## config.mk

```make
export PLATFORM = sky130hd
export DESIGN_NAME = reliable_channel_seq_ack_top
export DESIGN_NICKNAME = d
export VERILOG_FILES = /design/src/rtl/rcsa_pkg.sv /design/src/rtl/rcsa_engine.sv /design/src/rtl/reliable_channel_seq_ack_top.sv
export SDC_FILE = /design/constraint.sdc
export NUM_CORES = 1
export LEC_CHECK = 0
export ABC_AREA = 1
export BUFFER_PORTS_ARGS = -buffer_cell sky130_fd_sc_hd__buf_2
export CAP_MARGIN = 40
export CELL_PAD_IN_SITES_DETAIL_PLACEMENT = 1
export CELL_PAD_IN_SITES_GLOBAL_PLACEMENT = 1
export CORE_MARGIN = 2
export CORE_UTILIZATION = 44
export DETAILED_ROUTE_END_ITERATION = 10
export GPL_TIMING_DRIVEN = 0
export PLACE_DENSITY_LB_ADDON = 0.1
export SLEW_MARGIN = 40
export SYNTH_ARGS = -nofsm -noshare
export SYNTH_HDL_FRONTEND = slang
export SYNTH_SLANG_ARGS = --single-unit
```

## constraint.sdc

```tcl
create_clock -name clk -period 4.41 [get_ports clk]
set_clock_uncertainty 0.2 [all_clocks]
set_input_delay 0.441 -clock clk [delete_from_list [all_inputs] [get_ports clk]]
set_output_delay 0.441 -clock clk [all_outputs]
set_load 0.01 [all_outputs]
```

## src/rtl/rcsa_pkg.sv

```systemverilog
// ----------------------------------------------------------------------------
// rcsa_pkg: shared types and constants of the reliable channel header engine
// Status codes, command codes and the word and result structures.
// ----------------------------------------------------------------------------
package rcsa_pkg;

  localparam int SEQ_W   = 30;
  localparam int WORD_W  = 32;
  localparam int CNT_W   = 8;
  localparam int UNACK_W = 16;
  localparam int STAT_W  = 3;

  localparam logic CMD_TX = 1'b0;
  localparam logic CMD_RX = 1'b1;

  localparam logic [STAT_W-1:0] ST_SENT     = 3'd0;
  localparam logic [STAT_W-1:0] ST_ACCEPTED = 3'd1;
  localparam logic [STAT_W-1:0] ST_ORDER    = 3'd2;
  localparam logic [STAT_W-1:0] ST_DUP      = 3'd3;
  localparam logic [STAT_W-1:0] ST_SECURITY = 3'd4;

  localparam logic [UNACK_W-1:0] UNACK_MAX = '1;

  typedef struct packed {
    logic              cmd;
    logic              frag_pending;
    logic              reliable_pending;
    logic [CNT_W-1:0]  reliable_count;
    logic [WORD_W-1:0] rx_seq_word;
    logic [WORD_W-1:0] rx_ack_word;
  } item_t;

  typedef struct packed {
    logic [STAT_W-1:0]  status;
    logic [WORD_W-1:0]  tx_seq_word;
    logic [WORD_W-1:0]  tx_ack_word;
    logic               send_fragment;
    logic               send_reliable;
    logic [SEQ_W-1:0]   gap;
    logic               is_fragment;
    logic [UNACK_W-1:0] release_reliable;
    logic               release_fragment;
  } result_t;

endpackage

```

## src/rtl/rcsa_engine.sv

```systemverilog
// ----------------------------------------------------------------------------
// rcsa_engine: channel state and header logic
// Holds the sequence, ack and reliable-bit state and works out the result
// of one header word in a single pass; state moves on when en is high.
// ----------------------------------------------------------------------------
module rcsa_engine (
  input  logic             clk,
  input  logic             rst,
  input  logic             en,
  input  rcsa_pkg::item_t  item,
  output rcsa_pkg::result_t res
);

  logic [rcsa_pkg::SEQ_W-1:0]   out_seq, out_seq_next;
  logic [rcsa_pkg::SEQ_W-1:0]   in_seq, in_seq_next;
  logic [rcsa_pkg::SEQ_W-1:0]   in_ack, in_ack_next;
  logic [rcsa_pkg::SEQ_W-1:0]   last_reliable_seq, last_reliable_seq_next;
  logic                         out_reliable_bit, out_reliable_bit_next;
  logic                         in_reliable_bit, in_reliable_bit_next;
  logic [rcsa_pkg::UNACK_W-1:0] unacked_reliable, unacked_reliable_next;

  logic [rcsa_pkg::SEQ_W-1:0]   seq_inc;
  logic [rcsa_pkg::SEQ_W-1:0]   rx_seq;
  logic [rcsa_pkg::SEQ_W-1:0]   rx_ack;
  logic [rcsa_pkg::UNACK_W:0]   unacked_sum;
  logic                         hf, hr, rel;

  assign seq_inc     = out_seq + 1'b1;
  assign rx_seq      = item.rx_seq_word[rcsa_pkg::SEQ_W-1:0];
  assign rx_ack      = item.rx_ack_word[rcsa_pkg::SEQ_W-1:0];
  assign unacked_sum = {1'b0, unacked_reliable}
                     + {{(rcsa_pkg::UNACK_W+1-rcsa_pkg::CNT_W){1'b0}}, item.reliable_count};
  // previous reliable packet must be acknowledged before new reliable data
  assign hf  = (in_ack >= last_reliable_seq) & item.frag_pending;
  assign hr  = (in_ack >= last_reliable_seq) & item.reliable_pending;
  assign rel = hf | hr;

  always_comb begin
    out_seq_next           = out_seq;
    in_seq_next            = in_seq;
    in_ack_next            = in_ack;
    last_reliable_seq_next = last_reliable_seq;
    out_reliable_bit_next  = out_reliable_bit;
    in_reliable_bit_next   = in_reliable_bit;
    unacked_reliable_next  = unacked_reliable;
    res                    = '0;
    if (item.cmd == rcsa_pkg::CMD_TX) begin
      out_seq_next      = seq_inc;
      if (rel) last_reliable_seq_next = seq_inc;
      if (hr) begin
        unacked_reliable_next = unacked_sum[rcsa_pkg::UNACK_W] ? rcsa_pkg::UNACK_MAX
                              : unacked_sum[rcsa_pkg::UNACK_W-1:0];
      end
      res.status        = rcsa_pkg::ST_SENT;
      res.tx_seq_word   = {rel, hf, seq_inc};
      res.tx_ack_word   = {out_reliable_bit, 1'b0, in_seq};
      res.send_fragment = hf;
      res.send_reliable = hr;
    end else if (item.rx_ack_word[rcsa_pkg::SEQ_W]) begin
      res.status = rcsa_pkg::ST_SECURITY;
    end else if (rx_seq < in_seq) begin
      res.status = rcsa_pkg::ST_ORDER;
    end else if (rx_seq == in_seq) begin
      res.status = rcsa_pkg::ST_DUP;
    end else begin
      res.status      = rcsa_pkg::ST_ACCEPTED;
      res.gap         = rx_seq - in_seq;
      res.is_fragment = item.rx_seq_word[rcsa_pkg::SEQ_W];
      in_seq_next     = rx_seq;
      in_ack_next     = rx_ack;
      if (item.rx_seq_word[rcsa_pkg::WORD_W-1]) out_reliable_bit_next = ~out_reliable_bit;
      if (rx_ack >= last_reliable_seq) begin
        // ack bit toggled: the peer has the last reliable packet
        if (item.rx_ack_word[rcsa_pkg::WORD_W-1] != in_reliable_bit) begin
          in_reliable_bit_next = item.rx_ack_word[rcsa_pkg::WORD_W-1];
          res.release_fragment = item.frag_pending;
          res.release_reliable = unacked_reliable;
        end
        unacked_reliable_next = '0;
      end
    end
  end

  always_ff @(posedge clk) begin
    if (rst) begin
      out_seq           <= '0;
      in_seq            <= '0;
      in_ack            <= '0;
      last_reliable_seq <= '0;
      out_reliable_bit  <= 1'b0;
      in_reliable_bit   <= 1'b0;
      unacked_reliable  <= '0;
    end else if (en) begin
      out_seq           <= out_seq_next;
      in_seq            <= in_seq_next;
      in_ack            <= in_ack_next;
      last_reliable_seq <= last_reliable_seq_next;
      out_reliable_bit  <= out_reliable_bit_next;
      in_reliable_bit   <= in_reliable_bit_next;
      unacked_reliable  <= unacked_reliable_next;
    end
  end

  a_tx_advances: assert property (@(posedge clk) disable iff (rst)
    (en && item.cmd == rcsa_pkg::CMD_TX) |=> out_seq == $past(out_seq) + 1'b1)
    else $error("outgoing sequence did not advance on transmit");

  a_idle_holds: assert property (@(posedge clk) disable iff (rst)
    !en |=> ($stable(out_seq) && $stable(in_seq) && $stable(unacked_reliable)))
    else $error("state moved without a word");

  a_drop_holds: assert property (@(posedge clk) disable iff (rst)
    (en && item.cmd == rcsa_pkg::CMD_RX && res.status != rcsa_pkg::ST_ACCEPTED)
    |=> ($stable(in_seq) && $stable(in_ack) && $stable(unacked_reliable)))
    else $error("dropped packet changed receive state");

  a_tx_no_release: assert property (@(posedge clk) disable iff (rst)
    (item.cmd == rcsa_pkg::CMD_TX) |-> (res.release_reliable == '0 && res.gap == '0))
    else $error("transmit result carries receive fields");

endmodule

```

## src/rtl/reliable_channel_seq_ack_top.sv

```systemverilog
// ----------------------------------------------------------------------------
// reliable_channel_seq_ack_top: reliable datagram channel header engine
// Input word register, single-pass header logic and output word register.
// ----------------------------------------------------------------------------
// Usage:
//   Input channel (in_valid/in_stall) takes one header word: cmd selects
//   transmit (build sequence and ack words) or receive (check and accept a
//   received header). Every word gives exactly one result on the output
//   channel (out_valid/out_stall).
//   The word passes from the accepting edge into the input register, then
//   through the header logic into the output register when that is free
//   or being read, and out_valid rises with it.
//   Throughput is one word per cycle while out_stall stays low; the channel
//   state is updated as a word moves from the input register to the output
//   register, so the next word sees it at once.
//   Reset clears all sequence, ack and reliable-bit state and both valid
//   flags. While the receiver stalls, the result holds in the output
//   register, one more word waits in the input register, and in_stall
//   rises only when both are full.
// ----------------------------------------------------------------------------
module reliable_channel_seq_ack_top (
  input  logic        clk,
  input  logic        rst,
  input  logic        in_valid,
  output logic        in_stall,
  input  logic        cmd,
  input  logic        frag_pending,
  input  logic        reliable_pending,
  input  logic [7:0]  reliable_count,
  input  logic [31:0] rx_seq_word,
  input  logic [31:0] rx_ack_word,
  output logic        out_valid,
  input  logic        out_stall,
  output logic [2:0]  status,
  output logic [31:0] tx_seq_word,
  output logic [31:0] tx_ack_word,
  output logic        send_fragment,
  output logic        send_reliable,
  output logic [29:0] gap,
  output logic        is_fragment,
  output logic [15:0] release_reliable,
  output logic        release_fragment
);

  logic              held_valid;
  rcsa_pkg::item_t   held;
  rcsa_pkg::result_t res_next;
  rcsa_pkg::result_t res;
  logic              advance;
  logic              in_take;

  // the held word moves on when the output register is free or being read
  assign advance  = held_valid & (~out_valid | ~out_stall);
  assign in_stall = held_valid & ~advance;
  assign in_take  = in_valid & ~in_stall;

  always_ff @(posedge clk) begin
    if (rst) begin
      held_valid <= 1'b0;
    end else if (in_take) begin
      held_valid <= 1'b1;
    end else if (advance) begin
      held_valid <= 1'b0;
    end
  end

  always_ff @(posedge clk) begin
    if (in_take) begin
      held.cmd              <= cmd;
      held.frag_pending     <= frag_pending;
      held.reliable_pending <= reliable_pending;
      held.reliable_count   <= reliable_count;
      held.rx_seq_word      <= rx_seq_word;
      held.rx_ack_word      <= rx_ack_word;
    end
  end

  rcsa_engine u_engine (
    .clk  (clk),
    .rst  (rst),
    .en   (advance),
    .item (held),
    .res  (res_next)
  );

  always_ff @(posedge clk) begin
    if (rst) begin
      out_valid <= 1'b0;
    end else if (advance) begin
      out_valid <= 1'b1;
    end else if (~out_stall) begin
      out_valid <= 1'b0;
    end
  end

  always_ff @(posedge clk) begin
    if (advance) res <= res_next;
  end

  assign status           = res.status;
  assign tx_seq_word      = res.tx_seq_word;
  assign tx_ack_word      = res.tx_ack_word;
  assign send_fragment    = res.send_fragment;
  assign send_reliable    = res.send_reliable;
  assign gap              = res.gap;
  assign is_fragment      = res.is_fragment;
  assign release_reliable = res.release_reliable;
  assign release_fragment = res.release_fragment;

  a_no_overwrite: assert property (@(posedge clk) disable iff (rst)
    (out_valid && out_stall) |-> !advance)
    else $error("stalled result overwritten");

  a_held_moves: assert property (@(posedge clk) disable iff (rst)
    (held_valid && !out_valid) |=> out_valid)
    else $error("held word not passed on to free output register");

  a_take_fills: assert property (@(posedge clk) disable iff (rst)
    in_take |=> held_valid)
    else $error("accepted word lost");

endmodule

```

---- Word-level counts from Yosys, hierarchy flattened ----
Index checks and enable logic that the tools add are counted.
word-level totals
  bits in registers ....................... 332
  latch bits .............................. 0
  bits in writable memories ............... 0
  memory bits (read-only) ................. 0
  input port bits ......................... 79
  output and inout port bits .............. 119
  memories ................................ 0
operators by class
  $add $sub $neg .......................... 3
  multipliers ............................. 0
  div/mod/pow operators ................... 0
  magnitude comparators ................... 3
  eq/ne operators ......................... 7
  shift-type cells ........................ 0
  mux-type cells .......................... 14
  bitwise operators ....................... 18
  reduce and logical (&&, ||, !) cells .... 12
operators by type and width
  cell                                                                      count
  16-bit two-way mux                                                        7
  30-bit greater-or-equal comparator                                        2
  30-bit by 1-bit adder with 30-bit output (second input constant)          1
  30-bit == test                                                            1
  30-bit less-than comparator                                               1
  30-bit subtractor                                                         1
  16-bit by 8-bit adder with 17-bit output                                  1
  6-bit AND reduction                                                       2
  1-bit inverter                                                            11
  7-bit AND reduction                                                       1
  3-bit two-way mux                                                         2
  2-bit inequality test (second input constant)                             3
  6-bit OR reduction                                                        1
  1-bit AND                                                                 5
  5-bit AND reduction                                                       1
  1-bit two-way mux                                                         4
  2-bit by 1-bit inequality test with 1-bit output (second input constant)  2
  2-bit nonzero test                                                        2
  4-bit OR reduction                                                        1
  3-bit AND reduction                                                       1
  3-bit OR reduction                                                        1
  2-bit two-way mux                                                         1
  1-bit OR                                                                  2
  2-bit AND reduction                                                       1
  other kinds (2)                                                           2

---- Longest topological paths before layout ----
Gate-level depths: netlist of run 1.
  depth in word-level cells ............... 8
  gate-level depth with buffers ........... 18

---- Hierarchy ----
Synthesis of run 1 repeated with hierarchy kept, for this count alone.
second synthesis, totals
  cell total of the unflattened synthesis .. 1827
  area, all modules ....................... 16049.1 um^2
modules (own cells, without submodules)
  module                        times used  cells each  area an instance (um^2)  seq. area each (um^2)
  rcsa_engine                   1           1623        10192.3                  2762.6
  reliable_channel_seq_ack_top  1           204         5856.9                   5805.6

---- Least setup slack after synthesis of run 1 ----
OpenSTA, ideal clock, no wires.
  path kind ............................... input to register
  from .................................... in out_stall
  to ...................................... reg u_engine.out_seq[29] in the netlist's numbering
  data arrival time ....................... 3.709 ns
  data required time ...................... 4.094 ns
  path slack .............................. 0.386 ns
  stages .................................. 10
  path buffers ............................ 2
  path through ............................ nand2_1 inv_1 nor2_4 inv_1 nor2_1 inv_1 clkbuf_1 clkbuf_1 o21ai_0 inv_1
between the ends
  word-level cells in the longest chain between the ends .. 4
RTL lines
  element                               RTL line                            source
  from (decl)                           reliable_channel_seq_ack_top.sv:33  input logic out_stall,
  1-bit inverter                        -
  1-bit OR                              reliable_channel_seq_ack_top.sv:53  assign advance = held_valid & (~out_valid | ~out_stall);
  1-bit AND                             reliable_channel_seq_ack_top.sv:53
  named net advance                     reliable_channel_seq_ack_top.sv:49  logic advance;
  2-bit AND reduction (no source line)  -
  to (signal assigned)                  rcsa_engine.sv:94                   out_seq <= out_seq_next;
  to (decl)                             rcsa_engine.sv:14                   logic [rcsa_pkg::SEQ_W-1:0] out_seq, out_seq_next;
The timed path passes the listed nets, and every way through them passes these cells.
A chain may end at the register's enable or synchronous reset.

---- Final worst setup path of run 1 ----
  from .................................... in out_stall
  to ...................................... reg u_engine.out_seq[6] in the netlist's numbering
The elaborated chain is that of the path after synthesis.

==> run summary, run 1 <==
The area of the mapped netlist is 16320 µm², and the synthesis-to-layout area growth is 23.59%. The logs give 0 for the max-slew violation total from the final report and 0 for the final hold violation count. The effective utilization at floorplan is 0.4458.

The worst slew margin relative to its limit was 0.4527. Sort of element at the end of the critical path: a flop. The flow ran to the end, and the final reports show no timing, DRC or antenna violations. The via count of the first global-routing pass was 14620; the worst setup slack before clock tree synthesis was 0.8571 ns. The run gives 0.8085 ns as the final critical-path setup slack. The max-capacitance violation count is 0, and the final non-filler cell area is 20170 µm². For the synthesized net count, the log shows 2067. The number of top-level pins was 198; the count of flip-flops with a built-in enable after synthesis was 190.

The multi-input combinational cells in the finished layout cover a total of 6558 µm². The run gives 0 as the final routed DRC violation total. Counting the buffers created by CTS gives 38. The routed layout has 13890 vias. At the pin with the least slew margin, the transition time is 0.8210 ns. The share of Yosys cell area claimed by the top area cell type works out to 0.3496. The largest total area in the synthesized netlist belongs to sky130_fd_sc_hd__edfxtp_1. For this run, the leading register cell type out of synthesis is sky130_fd_sc_hd__edfxtp_1.

The overall die height came out at 196.6 µm. STA puts the critical path data required time at 4.65 ns. The maximum root-to-sink buffer count was 3. STA puts the critical path data arrival time at 3.84 ns.

After synthesis, the mean cell area works out to 8.649 µm². In this run the worst path has a maximum fanout of 17. For this design, the sink count on the clock tree is 330.

Setup repair after global routing left no endpoint under its margin. Setup violations remaining at the end of the flow were counted as 0. The netlist uses 48 different library cells. The placeable core area is 36610 µm², and the largest net degree at the start of global routing is 54. Detailed placement ended at an HPWL of 37100 µm.

In the final routed layout, each cell accounts on average for 18.33 µm. The worst setup path is of the input port to flop kind. The share of cells above drive strength 1 works out to 0.1454. The number of placed cells counting well taps was 2558; the final non-filler cell total was 2704. The synthesized instance count is 1887. The flop and latch count out of synthesis is 330. The tools report the buffer cell driving the clock tree root as sky130_fd_sc_hd__clkbuf_16. The number of port buffers is 196, and the final net count is 2386. The sort of element at the start of the critical path is an input port.

The horizontal die dimension was 196.6 µm. TritonCTS built the clock tree. The run gives 49560 µm as the routed wire length. The worst hold path belongs to the class input port to flop. Summing all flip-flop and latch instances after layout gives 8508 µm². For this design the static power due to leakage is 0.008353 µW. The share of the clock period used by the worst path was 0.8167. Timing would allow up to 277.7 MHz.

After detailed placement, the total cell area comes to 18050 µm². The routed design could run at a clock period as short as 3.602 ns. After the first detailed-routing iteration, the DRC count stood at 598. The first global-routing pass estimated 78310 µm of wire. The congestion estimate from routability-driven global placement came to 0.8871.

The highest ir drop seen on vdd came out at 302.7 µV. The deepest level of the CTS H-tree is 2, and the remaining antenna violation count after routing is 0. The first TritonRoute pass finished after 5 iterations.

The filler cells instantiated in the layout total 4402. The clock latency at the later pin of the worst-skew pair was 0.55 ns; the fraction of synthesis flops using an asynchronous set or reset pin was 0. Summed over all layers, the global routing overflow is 0.

After clock tree synthesis, the clock-pin slew on the worst setup and hold paths is 0.06 ns. The tools report the initial antenna violation count as 1. The overall global routing resource usage came out at 0.2600. The count of synthesis-stage warnings from yosys was 0; the detailed-route vias per instance was 5.138. By area the synthesized netlist is led by sky130_fd_sc_hd__edfxtp_1 35%, sky130_fd_sc_hd__dfxtp_1 17%, sky130_fd_sc_hd__nand2_1 9.8%.

After floorplanning, the core was divided into 70 placement rows. For this design the ratio of total power to cell area is 388.0 nW/µm². The sequential share of the synthesized area is 0.5213. The die covers 38650 µm².
## sequential cells by signal, indices dropped and copies added, names as in the netlist, 3 cells and up
name / count
status: 3
u_engine.out_seq: 30
release_reliable: 16
u_engine.in_ack: 30
u_engine.in_seq: 30
tx_ack_word: 31
held: 75
tx_seq_word: 32
u_engine.last_reliable_seq: 30
gap: 30
u_engine.unacked_reliable: 16
## worst max-delay path: stages
cell and delay, ns:
sky130_fd_sc_hd__dlygate4sd3_1 0.54, sky130_fd_sc_hd__buf_2 0.12, sky130_fd_sc_hd__nand2_1 0.10, sky130_fd_sc_hd__inv_1 0.08, sky130_fd_sc_hd__nor2_4 0.43, sky130_fd_sc_hd__buf_16 0.23
sky130_fd_sc_hd__buf_16 0.18, sky130_fd_sc_hd__buf_16 0.17, sky130_fd_sc_hd__inv_1 0.14, sky130_fd_sc_hd__nor2_1 0.33, sky130_fd_sc_hd__inv_1 0.13, sky130_fd_sc_hd__clkbuf_1 0.26
sky130_fd_sc_hd__clkbuf_1 0.32, sky130_fd_sc_hd__o21ai_0 0.27, sky130_fd_sc_hd__inv_1 0.07
## power breakdown
group | internal (µW) | leakage, µW | switching [µW]
clock | 2140 | 0.000667 | 1280
sequential | 3390 | 0.00300 | 67.0
combinational | 345 | 0.00469 | 602
## layer usage
metal / part of all wire / GRT usage / vias up
met1: 0.43 / 0.3177 / 6768
met5: 0 / 0 / -
met3: 0.036 / 0.04004 / 72
li1: - / - / 6812
met2: 0.51 / 0.4728 / 242
met4: 0.028 / 0.07825 / 0
## cell type report
cell class	instances	area share
Sequential cell	330	0.4218
Multi-Input combinational cell	1255	0.3251
Timing Repair Buffer	279	0.09404
Clock buffer	50	0.05390
Inverter	243	0.04547
Tap cell	468	0.02903
Buffer	59	0.01712
Clock inverter	19	0.01340
Antenna cell	1	0.0001241
## cells in the final DEF, fill, tap and decap left out, types with 32 or more instances in the layout
cell type	n
sky130_fd_sc_hd__dlygate4sd3_1	76
sky130_fd_sc_hd__clkbuf_1	32
sky130_fd_sc_hd__a21oi_1	214
sky130_fd_sc_hd__dfxtp_1	140
sky130_fd_sc_hd__nand2_1	426
sky130_fd_sc_hd__edfxtp_1	190
sky130_fd_sc_hd__ha_1	99
sky130_fd_sc_hd__inv_1	237
sky130_fd_sc_hd__buf_2	202
sky130_fd_sc_hd__o21ai_0	65
sky130_fd_sc_hd__nand3_1	62
sky130_fd_sc_hd__nor2_1	239
sky130_fd_sc_hd__clkbuf_16	39
## synthesized netlist by cell type (2+ instances only)
library cell and n:
sky130_fd_sc_hd__nand2_1 426, sky130_fd_sc_hd__or2_2 5, sky130_fd_sc_hd__edfxtp_1 190, sky130_fd_sc_hd__o21bai_1 6
sky130_fd_sc_hd__nand4_1 13, sky130_fd_sc_hd__nor3_1 17, sky130_fd_sc_hd__nor4_1 3, sky130_fd_sc_hd__inv_2 4
sky130_fd_sc_hd__xor2_1 26, sky130_fd_sc_hd__nand2_2 11, sky130_fd_sc_hd__nor2_4 3, sky130_fd_sc_hd__nand3_1 62
sky130_fd_sc_hd__buf_1 4, sky130_fd_sc_hd__and2_1 2, sky130_fd_sc_hd__nor2_2 4, sky130_fd_sc_hd__a21oi_1 214
sky130_fd_sc_hd__xnor2_1 12, sky130_fd_sc_hd__o211ai_1 3, sky130_fd_sc_hd__o21a_1 4, sky130_fd_sc_hd__fa_1 2
sky130_fd_sc_hd__ha_1 99, sky130_fd_sc_hd__a21oi_2 2, sky130_fd_sc_hd__a21o_1 5, sky130_fd_sc_hd__clkbuf_1 30
sky130_fd_sc_hd__buf_6 12, sky130_fd_sc_hd__a31oi_1 2, sky130_fd_sc_hd__o21ai_1 15, sky130_fd_sc_hd__buf_4 6
sky130_fd_sc_hd__dfxtp_1 140, sky130_fd_sc_hd__buf_2 6, sky130_fd_sc_hd__inv_1 238, sky130_fd_sc_hd__a21boi_0 3
sky130_fd_sc_hd__nor2_1 239, sky130_fd_sc_hd__o21ai_0 65
## logic make-up (layout without fill, tap and decap cells)
group	after synthesis	in the layout	share of synthesized area
and+or+nand+nor	793	793	0.1996
DFF	330	330	0.5213
AOI/OAI and AO/OA	322	322	0.1032
buffers and inverters	302	650	0.07689
adders and majority gates	101	101	0.07835
xor gates and xnor gates	38	38	0.02039
other	1	2	0.0002298
## repair_timing
action | 4_1_cts | 5_1_grt
hold buffers | 76 | 0
endpoints found under the hold margin | 76 | 0
gates resized for setup | 0 | 0
setup buffers | 0 | 0
endpoints found under the setup margin | 0 | 0
## through the flow
step	utilization	setup TNS, ns	total power, µW	hold WS, ns
final	0.5510	0	7827	0.07219
after global routing	0.5510	0	8136	0.07124
after CTS	0.5509	0	7890	0.04385
after detailed placement	0.4930	0	4405	0.2562
after global placement	0.4886	-111.02	4359	0.2518
after floorplan	-	0	4064	0.2332
## path summary, 6_finish.rpt
kind	from	to	slack [ns]	cells after the start
worst min-delay path	in_valid	held_valid	0.07	3
worst min register to register	u_engine.last_reliable_seq[12]	u_engine.last_reliable_seq[12]	0.26	2
worst max-delay path	out_stall	u_engine.out_seq[6]	0.81	15
worst max register to register	out_valid	u_engine.out_seq[6]	1.04	13
(Power assumes the default switching activity.)
==> inputs of run 2 (changes only) <==
ABC_AREA = 0   (was 1)
CORE_UTILIZATION = 41   (was 44)
clock period = 3.3 ns   (was 4.41 ns; I/O delays follow)
==> run summary, run 2 <==
Flop and latch count out of synthesis: 330 (unchanged). Of all cell types, the one taking the most synthesized area is sky130_fd_sc_hd__edfxtp_1. The horizontal die dimension works out to 198.2 µm (+0.79%).

The logs give 0.56 ns (about the same) for the clock latency at the later pin of the worst-skew pair and 3 (unchanged) for the maximum root-to-sink buffer count. The remaining antenna violation count after routing came out at 0 (unchanged). Traced cell by cell, the critical path runs through inv_1 -> ha_2 -> inv_2 -> fa_2 -> a21o_1 -> a221o_1 -> a221oi_4 -> buf_4 -> o21ai_4 -> a221oi_4 -> nor3_4 -> buf_4 -> and3_4 -> buf_12 -> and2_4. The slowest stage of the critical path belongs to the cell sky130_fd_sc_hd__edfxtp_1.

The checks that failed: negative setup slack. The run gives 4031 (-8.4%) as the count of filler cells inserted in the layout. The final non-filler cell total is 2375 (-12%), and the worst slew margin relative to its limit is 0.4312 (-0.02144). The routed wire length was 46560 µm (-6.1%). The internal power summed over all cells is 7414 µW (+26%). The final net count is 2014 (-16%), and the fraction of power spent switching nets is 0.2490 (-0.0003402).

The tools report the overall global routing resource usage as 0.2366 (-0.02345). The logs give 39260 µm² (+1.6%) for the overall die area and 2458 µW (+26%) for the switching component of the power. The DRC violation total after the first TritonRoute iteration is 533 (-11%), and the initial antenna violation count is 1 (unchanged). The min-delay analysis places its worst path in the category input port to flop. Buffer cell driving the clock tree root: sky130_fd_sc_hd__clkbuf_16. The sort of element at the start of the critical path was a flop. In this run the worst setup path begins at held[32].

The detailed-route vias per instance is 5.149 (+0.21%). Setup repair after global routing could not meet its margin everywhere. The power density of the placed cells is 477.9 nW/µm² (+23%).

The final critical-path setup slack came out at -0.3464 ns (-1.155 ns). Post-synthesis average cell area: 10.47 µm² (+21%). The number of top-level pins is 198 (unchanged). The library cells used most frequently in the layout, excluding fill and tap cells, are 196 x sky130_fd_sc_hd__buf_2, 190 x sky130_fd_sc_hd__edfxtp_1, 155 x sky130_fd_sc_hd__nand2_1. Final routed DRC violation total: 0 (unchanged). The number of buffers added by the clock tree synthesis step was 38 (unchanged); the max-slew violation total from the final report was 0 (unchanged). The required time of the critical path was 3.41 ns (-1.24 ns); the number of failing setup endpoints in the final timing report was 126 (+126). Deepest level of the CTS H-tree: 2 (unchanged). The tools report the relative contribution of the clock network to total power as 0.417 (-0.020). The logs give 12230 (-12%) for the total via count in the routed design and 330 (unchanged) for the sink count of the clock tree. The relative contribution of sequential cells to total power was 0.466 (+0.024); the aggregate negative setup slack was -32.45 ns (-32.45 ns).

The largest stage delay on the critical path is 0.40 ns (-0.14 ns), and the final core area utilization is 0.5523 (+0.001350). Area of the mapped netlist: 15450 µm² (-5.3%). sky130_fd_sc_hd__nand2_1 is the most common cell in the netlist. The arrival time reported for the critical path endpoint came out at 3.76 ns (-0.08 ns). The largest net degree at the start of global routing is 66 (+22%), and the global route total overflow is 0 (unchanged). The flip-flop count of the largest register, all copies and words added works out to 75 (unchanged).

The kind of cell adding the most delay to the critical path was compound AO/OA/AOI/OAI gates. The highest ir drop seen on vdd is 306.9 µV (+1.4%), and the share of the clock period used by the worst path is 1.105. The fmax is 274.2 MHz, and the final weighted congestion of routability-driven global placement is 0.8378 (-5.6%). Counting flops per register, the top entry is held. The worst register-to-register path begins at held[32]. The slack of the worst reg-to-reg path came out at -0.35 ns (-1.39 ns). Relative to the synthesized area, the layout overhead comes to 33.65%. The final hold violation count is 0 (unchanged), and the clock slew seen by the registers of the worst setup and hold paths is 0.06 ns (about the same).

The minimum hold slack was 0.1133 ns (+0.04114 ns); the logic gate share of total power was 0.118 (-0.003). The number of placed cells counting well taps was 2187 (-15%). The critical path start-end classification is flop to flop. The startpoint identified for the worst hold timing path is rst. The global-route wire length before repair was 71280 µm (-9.0%).

For the worst setup slack before clock tree synthesis, the log shows -0.6976 ns (-1.555 ns). The sort of element at the end of the critical path is a flop. The sequential share of the synthesized area is 0.5505 (+0.02921), and the number of rows created at floorplan is 71 (+1.4%). The synthesized instance count is 1476 (-22%). The run gives 0 (unchanged) as the max-capacitance violation count. The flow ran to the end, but the final reports show violations. Overall die height: 198.2 µm (+0.79%).

Slew of the pin with the lowest slew margin: 0.8532 ns (+0.03216 ns). The maximum fanout encountered on the critical timing path works out to 7 (-10). The total leakage power was 0.007768 µW (-7.0%). After synthesis, the cell types taking the most area are sky130_fd_sc_hd__edfxtp_1 37%, sky130_fd_sc_hd__dfxtp_1 18%, sky130_fd_sc_hd__ha_1 8.0%. Count of synthesis-stage warnings from yosys: 0 (unchanged).

By count the netlist is led by 192 x sky130_fd_sc_hd__nand2_1, 190 x sky130_fd_sc_hd__edfxtp_1, 161 x sky130_fd_sc_hd__nor2_1, 140 x sky130_fd_sc_hd__dfxtp_1, 126 x sky130_fd_sc_hd__a21oi_1. The predominant post-synthesis flop cell was sky130_fd_sc_hd__edfxtp_1. TritonCTS built the clock tree. Leaving out fill and tap cells, the most frequent cell in the layout is sky130_fd_sc_hd__buf_2.

The number of port buffers came out at 195 (-0.51%). Synthesized net count: 1656 (-20%). The minimum period implied by the final worst setup slack is 3.646 ns.

The tools report the effective utilization at floorplan as 0.4132 (-0.03256). The estimated wirelength of the detail-placed design is 32290 µm (-13%). The count of flip-flops with a built-in enable after synthesis works out to 190 (unchanged). The run gives 37400 µm² (+2.2%) as the placeable core area.

The count of TritonRoute iterations in the first routing pass was 5 (unchanged); the buffers plus inverters on the worst setup path was 5 (-6). The fraction of synthesis flops using an asynchronous set or reset pin came out at 0 (unchanged). Share of cells above drive strength 1: 0.2630 (+0.1176). The via count of the first global-routing pass was 12810 (-12%); the share of Yosys cell area claimed by the top area cell type was 0.3692 (+0.01958).

The run gives 69 (+44%) as the distinct cell type count of the synthesized netlist. The routed length per instance works out to 19.60 µm (+7.0%).
[run 2: cell count changes after synthesis, sizes merged, moves of 17 or more]
| cell | before | now |
|---|---|---|
| a211oi | 1 | 19 |
| a21o | 5 | 41 |
| a21oi | 216 | 126 |
| a22oi | 0 | 23 |
| and2 | 2 | 26 |
| inv | 242 | 80 |
| nand2 | 439 | 192 |
| nand2b | 0 | 17 |
| nand3 | 62 | 25 |
| nor2 | 247 | 162 |
| o21ai | 80 | 38 |
| or3 | 0 | 18 |
| xnor2 | 12 | 33 |
| xor2 | 26 | 44 |
[run 2: final cells by class]
| class | count | area (µm²) | share of cell area |
|---|---|---|---|
| Inverter | 81 | 304.0 | 0.01472 |
| Clock inverter | 14 | 95.09 | 0.004604 |
| Timing Repair Buffer | 320 | 2429 | 0.1176 |
| Multi-Input combinational cell | 1001 | 7144 | 0.3459 |
| Tap cell | 511 | 639.4 | 0.03095 |
| Buffer | 62 | 425.4 | 0.02059 |
| Sequential cell | 330 | 8508 | 0.4119 |
| Antenna cell | 1 | 2.502 | 0.0001211 |
| Clock buffer | 55 | 1109 | 0.05367 |
[run 2: power groups by stage]
stage / combinational [µW] / sequential [µW] / clock [µW]
after detailed placement: 900 / 4680 / 0
after global placement: 859 / 4690 / 0
after CTS: 1130 / 4590 / 4200
final: 1160 / 4600 / 4110
after floorplan: 517 / 4690 / 0
after global routing: 1270 / 4610 / 4350
[run 2: worst register-to-register path, stage by stage (launching register included)]
cell and delay [ns]:
sky130_fd_sc_hd__edfxtp_1 0.40, sky130_fd_sc_hd__inv_1 0.08, sky130_fd_sc_hd__ha_2 0.18, sky130_fd_sc_hd__inv_2 0.04, sky130_fd_sc_hd__fa_2 0.33, sky130_fd_sc_hd__a21o_1 0.18, sky130_fd_sc_hd__a221o_1 0.36, sky130_fd_sc_hd__a221oi_4 0.30
sky130_fd_sc_hd__buf_4 0.17, sky130_fd_sc_hd__o21ai_4 0.08, sky130_fd_sc_hd__a221oi_4 0.34, sky130_fd_sc_hd__nor3_4 0.13, sky130_fd_sc_hd__buf_4 0.17, sky130_fd_sc_hd__and3_4 0.17, sky130_fd_sc_hd__buf_12 0.14, sky130_fd_sc_hd__and2_4 0.15
[run 2: worst paths after layout]
check,end,cells after the start
setup / recovery,release_reliable[5],15
hold / removal,u_engine.unacked_reliable[6],3
setup reg to reg,release_reliable[5],15
hold reg to reg,u_engine.in_seq[24],2
[run 2: metal layers]
| metal | up-vias | wire length (µm) | global-route usage |
|---|---|---|---|
| li1 | 5927 | - | - |
| met1 | 5997 | 20010 | 0.2955 |
| met2 | 234 | 23470 | 0.4205 |
| met3 | 71 | 1836 | 0.03901 |
| met4 | 0 | 1239 | 0.06656 |
| met5 | - | 0 | 0 |
[run 2: cell families after synthesis]
kind of cell / count (synthesis) / share of synthesized area
muxes: 3 / 0.001943
and+or+nand+nor: 511 / 0.1500
buffers and inverters: 146 / 0.03878
xor gates and xnor gates: 77 / 0.04364
adders and majority gates: 101 / 0.08274
AOI/OAI and AO/OA: 307 / 0.1321
DFF: 330 / 0.5505
other: 1 / 0.0002426
[run 2: metrics by stage]
step	instance area, µm²	total power, µW
after floorplan	15490	5211
after global placement	17100	5546
after detailed placement	17230	5577
after CTS	20290	9930
after global routing	20660	10230
final	20660	9872
[run 2: what timing repair did]
| item | in CTS | in global routing |
|---|---|---|
| pin swaps | 59 | 59 |
| hold buffers | 77 | 0 |
| gates cloned | 12 | 1 |
| setup endpoints to repair | 158 | 158 |
| resized for setup | 170 | 113 |
| hold endpoints to repair | 77 | 0 |
| buffers inserted | 26 | 8 |
==> inputs of run 3 (changes only) <==
clock period = 3 ns   (was 3.3 ns; I/O delays follow)
==> run summary, run 3 (same netlist as run 2, synthesis figures left out) <==
The initial antenna violation count is 1 (unchanged). The share of cells above drive strength 1 was 0.3280 (+0.06498). Worst setup slack before clock tree synthesis: -0.9786 ns (-0.2810 ns). The DRC violation total after the first TritonRoute iteration was 443 (-17%); the final hold violation count was 0 (unchanged). The final net count was 2026 (+0.60%). The maximum fanout encountered on the critical timing path was 3 (-4). Most common cell after layout, fill and taps aside: sky130_fd_sc_hd__buf_2.

For the max-capacitance violation count, the log shows 0 (unchanged). The tightest min-delay check is of the input port to flop type. The run gives 0.56 ns (about the same) as the clock latency at the later pin of the worst-skew pair. For the sink count of the clock tree, the log shows 330 (unchanged). More flip-flops sit in one register than any other, and that register is held.

The worst setup path is captured at a flop. The run gives 3.74 ns (-0.02 ns) as the arrival time reported for the critical path endpoint. The run finished, with violations left. The run gives 11080 µW (+12%) as the sum of internal, switching and leakage power. The placeable core area was 37400 µm² (unchanged). The required time of the critical path was 3.10 ns (-0.31 ns); the final weighted congestion of routability-driven global placement was 0.8646 (+3.2%).

The synthesis-to-layout area growth is 39.18%, and the number of top-level pins is 198 (unchanged). The routed wire length came out at 48080 µm (+3.3%). The maximum root-to-sink buffer count is 3 (unchanged).

The checks that failed: negative setup slack. For the final critical-path setup slack, the log shows -0.6446 ns (-0.2982 ns). The logs give 0 (unchanged) for the remaining antenna violation count after routing and 0.2377 (+0.001106) for the overall global routing resource usage.

The share of the clock period used by the worst path came out at 1.215 (+0.1099). On the critical path, the stage with the largest delay is an instance of sky130_fd_sc_hd__a221oi_4. The aggregate negative setup slack was -66.46 ns (-34.01 ns). The top cell types in the final layout, fill and taps aside, are 196 x sky130_fd_sc_hd__buf_2, 190 x sky130_fd_sc_hd__edfxtp_1, 139 x sky130_fd_sc_hd__dfxtp_1.

The tree is rooted in a sky130_fd_sc_hd__clkbuf_16. The logs give 274.4 MHz (about the same) for the fmax and 2 (unchanged) for the deepest level of the CTS H-tree. The buffers plus inverters on the worst setup path was 3 (-2); the largest net degree at the start of global routing was 83 (+26%). The total via count in the routed design was 12470 (+2.0%). TritonCTS built the clock tree. The highest ir drop seen on vdd was 409.5 µV (+33%). The overall die height is 198.2 µm (unchanged).

The number of failing setup endpoints in the final timing report is 128 (+1.6%), and the number of port buffers is 195 (unchanged). The minimum period implied by the final worst setup slack works out to 3.645 ns (-0.001845 ns). The detailed-route vias per instance was 5.225 (+1.5%).

Critical path start-end classification: flop to flop. The slew of the pin with the lowest slew margin works out to 0.9131 ns (+0.05995 ns). Worst slew margin relative to its limit: 0.3913 (-0.03996). The largest stage delay on the critical path is 0.41 ns (about the same). The overall die area was 39260 µm² (unchanged); the total leakage power was 0.008186 µW (+5.4%). The power density of the placed cells was 514.9 nW/µm² (+7.7%). For the final routed DRC violation total, the log shows 0 (unchanged). The clock slew seen by the registers of the worst setup and hold paths was 0.06 ns (about the same); the count of TritonRoute iterations in the first routing pass was 4 (-1).

The minimum hold slack was 0.07816 ns (-0.03516 ns); the routed length per instance was 20.14 µm (+2.7%). Setup repair after global routing could not meet its margin everywhere. For the number of buffers added by the clock tree synthesis step, the log shows 38 (unchanged).

STA classifies the critical path startpoint as a flop. The estimated wirelength of the detail-placed design was 31840 µm (-1.4%); the final non-filler cell total was 2387 (+0.51%). Max-slew violation total from the final report: 0 (unchanged). The horizontal die dimension was 198.2 µm (unchanged). For the count of filler cells inserted in the layout, the log shows 3966 (-1.6%). The flip-flop count of the largest register, all copies and words added came out at 75 (unchanged). For the effective utilization at floorplan, the log shows 0.4132 (unchanged). The number of placed cells counting well taps is 2187 (unchanged), and the global route total overflow is 0 (unchanged).

The global-route wire length before repair came out at 71570 µm (+0.41%). Grouping stages by cell kind, the critical path spends the most delay in compound AO/OA/AOI/OAI gates. The via count of the first global-routing pass came out at 12960 (+1.1%). The number of rows created at floorplan came out at 71 (unchanged). The critical path goes through inv_1 -> ha_2 -> inv_2 -> fa_2 -> a21o_1 -> a221o_1 -> a221oi_4 -> buf_4 -> o21bai_4 -> a2111oi_4 -> o21ai_1 -> a31oi_2 -> xor2_1 -> nor2_1.
-- run 3: cell types whose count changed in the layout (fill, tap and decap cells not counted), sizes merged --
cell,before,now
clkinv,14,11
clkbuf,96,100
buf,264,275
-- run 3: power by group --
part | leakage, µW | internal (µW) | switching (µW) | total, µW
Combinational | 0.00465 | 595 | 791 | 1390
Sequential | 0.00292 | 4960 | 103 | 5070
Clock | 0.000614 | 2750 | 1880 | 4620
-- run 3: timing repair --
item | 4_1_cts | 5_1_grt
pin swaps | 141 | 85
endpoints found under the hold margin | 83 | 0
endpoints found under the setup margin | 171 | 170
resized for setup | 227 | 223
gates cloned | 10 | 8
buffers inserted | 25 | 19
hold buffers | 77 | 0
-- run 3: final timing paths --
kind	depth (start not counted)	slack, ns	endpoint	start
setup reg to reg	14	-0.64	gap[28]	held[32]
hold reg to reg	2	0.25	u_engine.last_reliable_seq[26]	u_engine.last_reliable_seq[26]
setup / recovery	14	-0.64	gap[28]	held[32]
hold / removal	3	0.08	u_engine.unacked_reliable[7]	rst
-- run 3: routing by layer --
layer  GRT usage  up-vias  part of all wire
li1            -     5954                 -
met1      0.2898     6175              0.42
met2      0.4248      257              0.51
met3     0.04003       87             0.038
met4     0.07881        0             0.029
met5           0        -                 0
-- run 3: area by class of cell --
| class | count | area, µm² | share of cell area |
|---|---|---|---|
| clock buffer | 58 | 1160 | 0.05392 |
| multi-input combinational | 1001 | 7691 | 0.3576 |
| antenna | 1 | 2.502 | 0.0001163 |
| tap | 511 | 639.4 | 0.02972 |
| inverter | 81 | 305.3 | 0.01419 |
| timing repair buffer | 331 | 2589 | 0.1203 |
| buffer | 63 | 538.0 | 0.02501 |
| sequential | 330 | 8509 | 0.3956 |
| clock inverter | 11 | 76.32 | 0.003548 |
-- run 3: worst register-to-register path: stages, from the launching register on --
cell                        delay (ns)
sky130_fd_sc_hd__edfxtp_1         0.39
sky130_fd_sc_hd__inv_1            0.07
sky130_fd_sc_hd__ha_2             0.18
sky130_fd_sc_hd__inv_2            0.04
sky130_fd_sc_hd__fa_2             0.34
sky130_fd_sc_hd__a21o_1           0.18
sky130_fd_sc_hd__a221o_1          0.36
sky130_fd_sc_hd__a221oi_4         0.41
sky130_fd_sc_hd__buf_4            0.20
sky130_fd_sc_hd__o21bai_4         0.10
sky130_fd_sc_hd__a2111oi_4        0.38
sky130_fd_sc_hd__o21ai_1          0.13
sky130_fd_sc_hd__a31oi_2          0.20
sky130_fd_sc_hd__xor2_1           0.16
sky130_fd_sc_hd__nor2_1           0.07
-- run 3: through the flow --
stage	util	instance area (µm²)
floorplan	-	15530
global placement	0.4584	17140
detailed placement	0.4619	17270
CTS	0.5493	20540
global route	0.5752	21510
finish	0.5752	21510
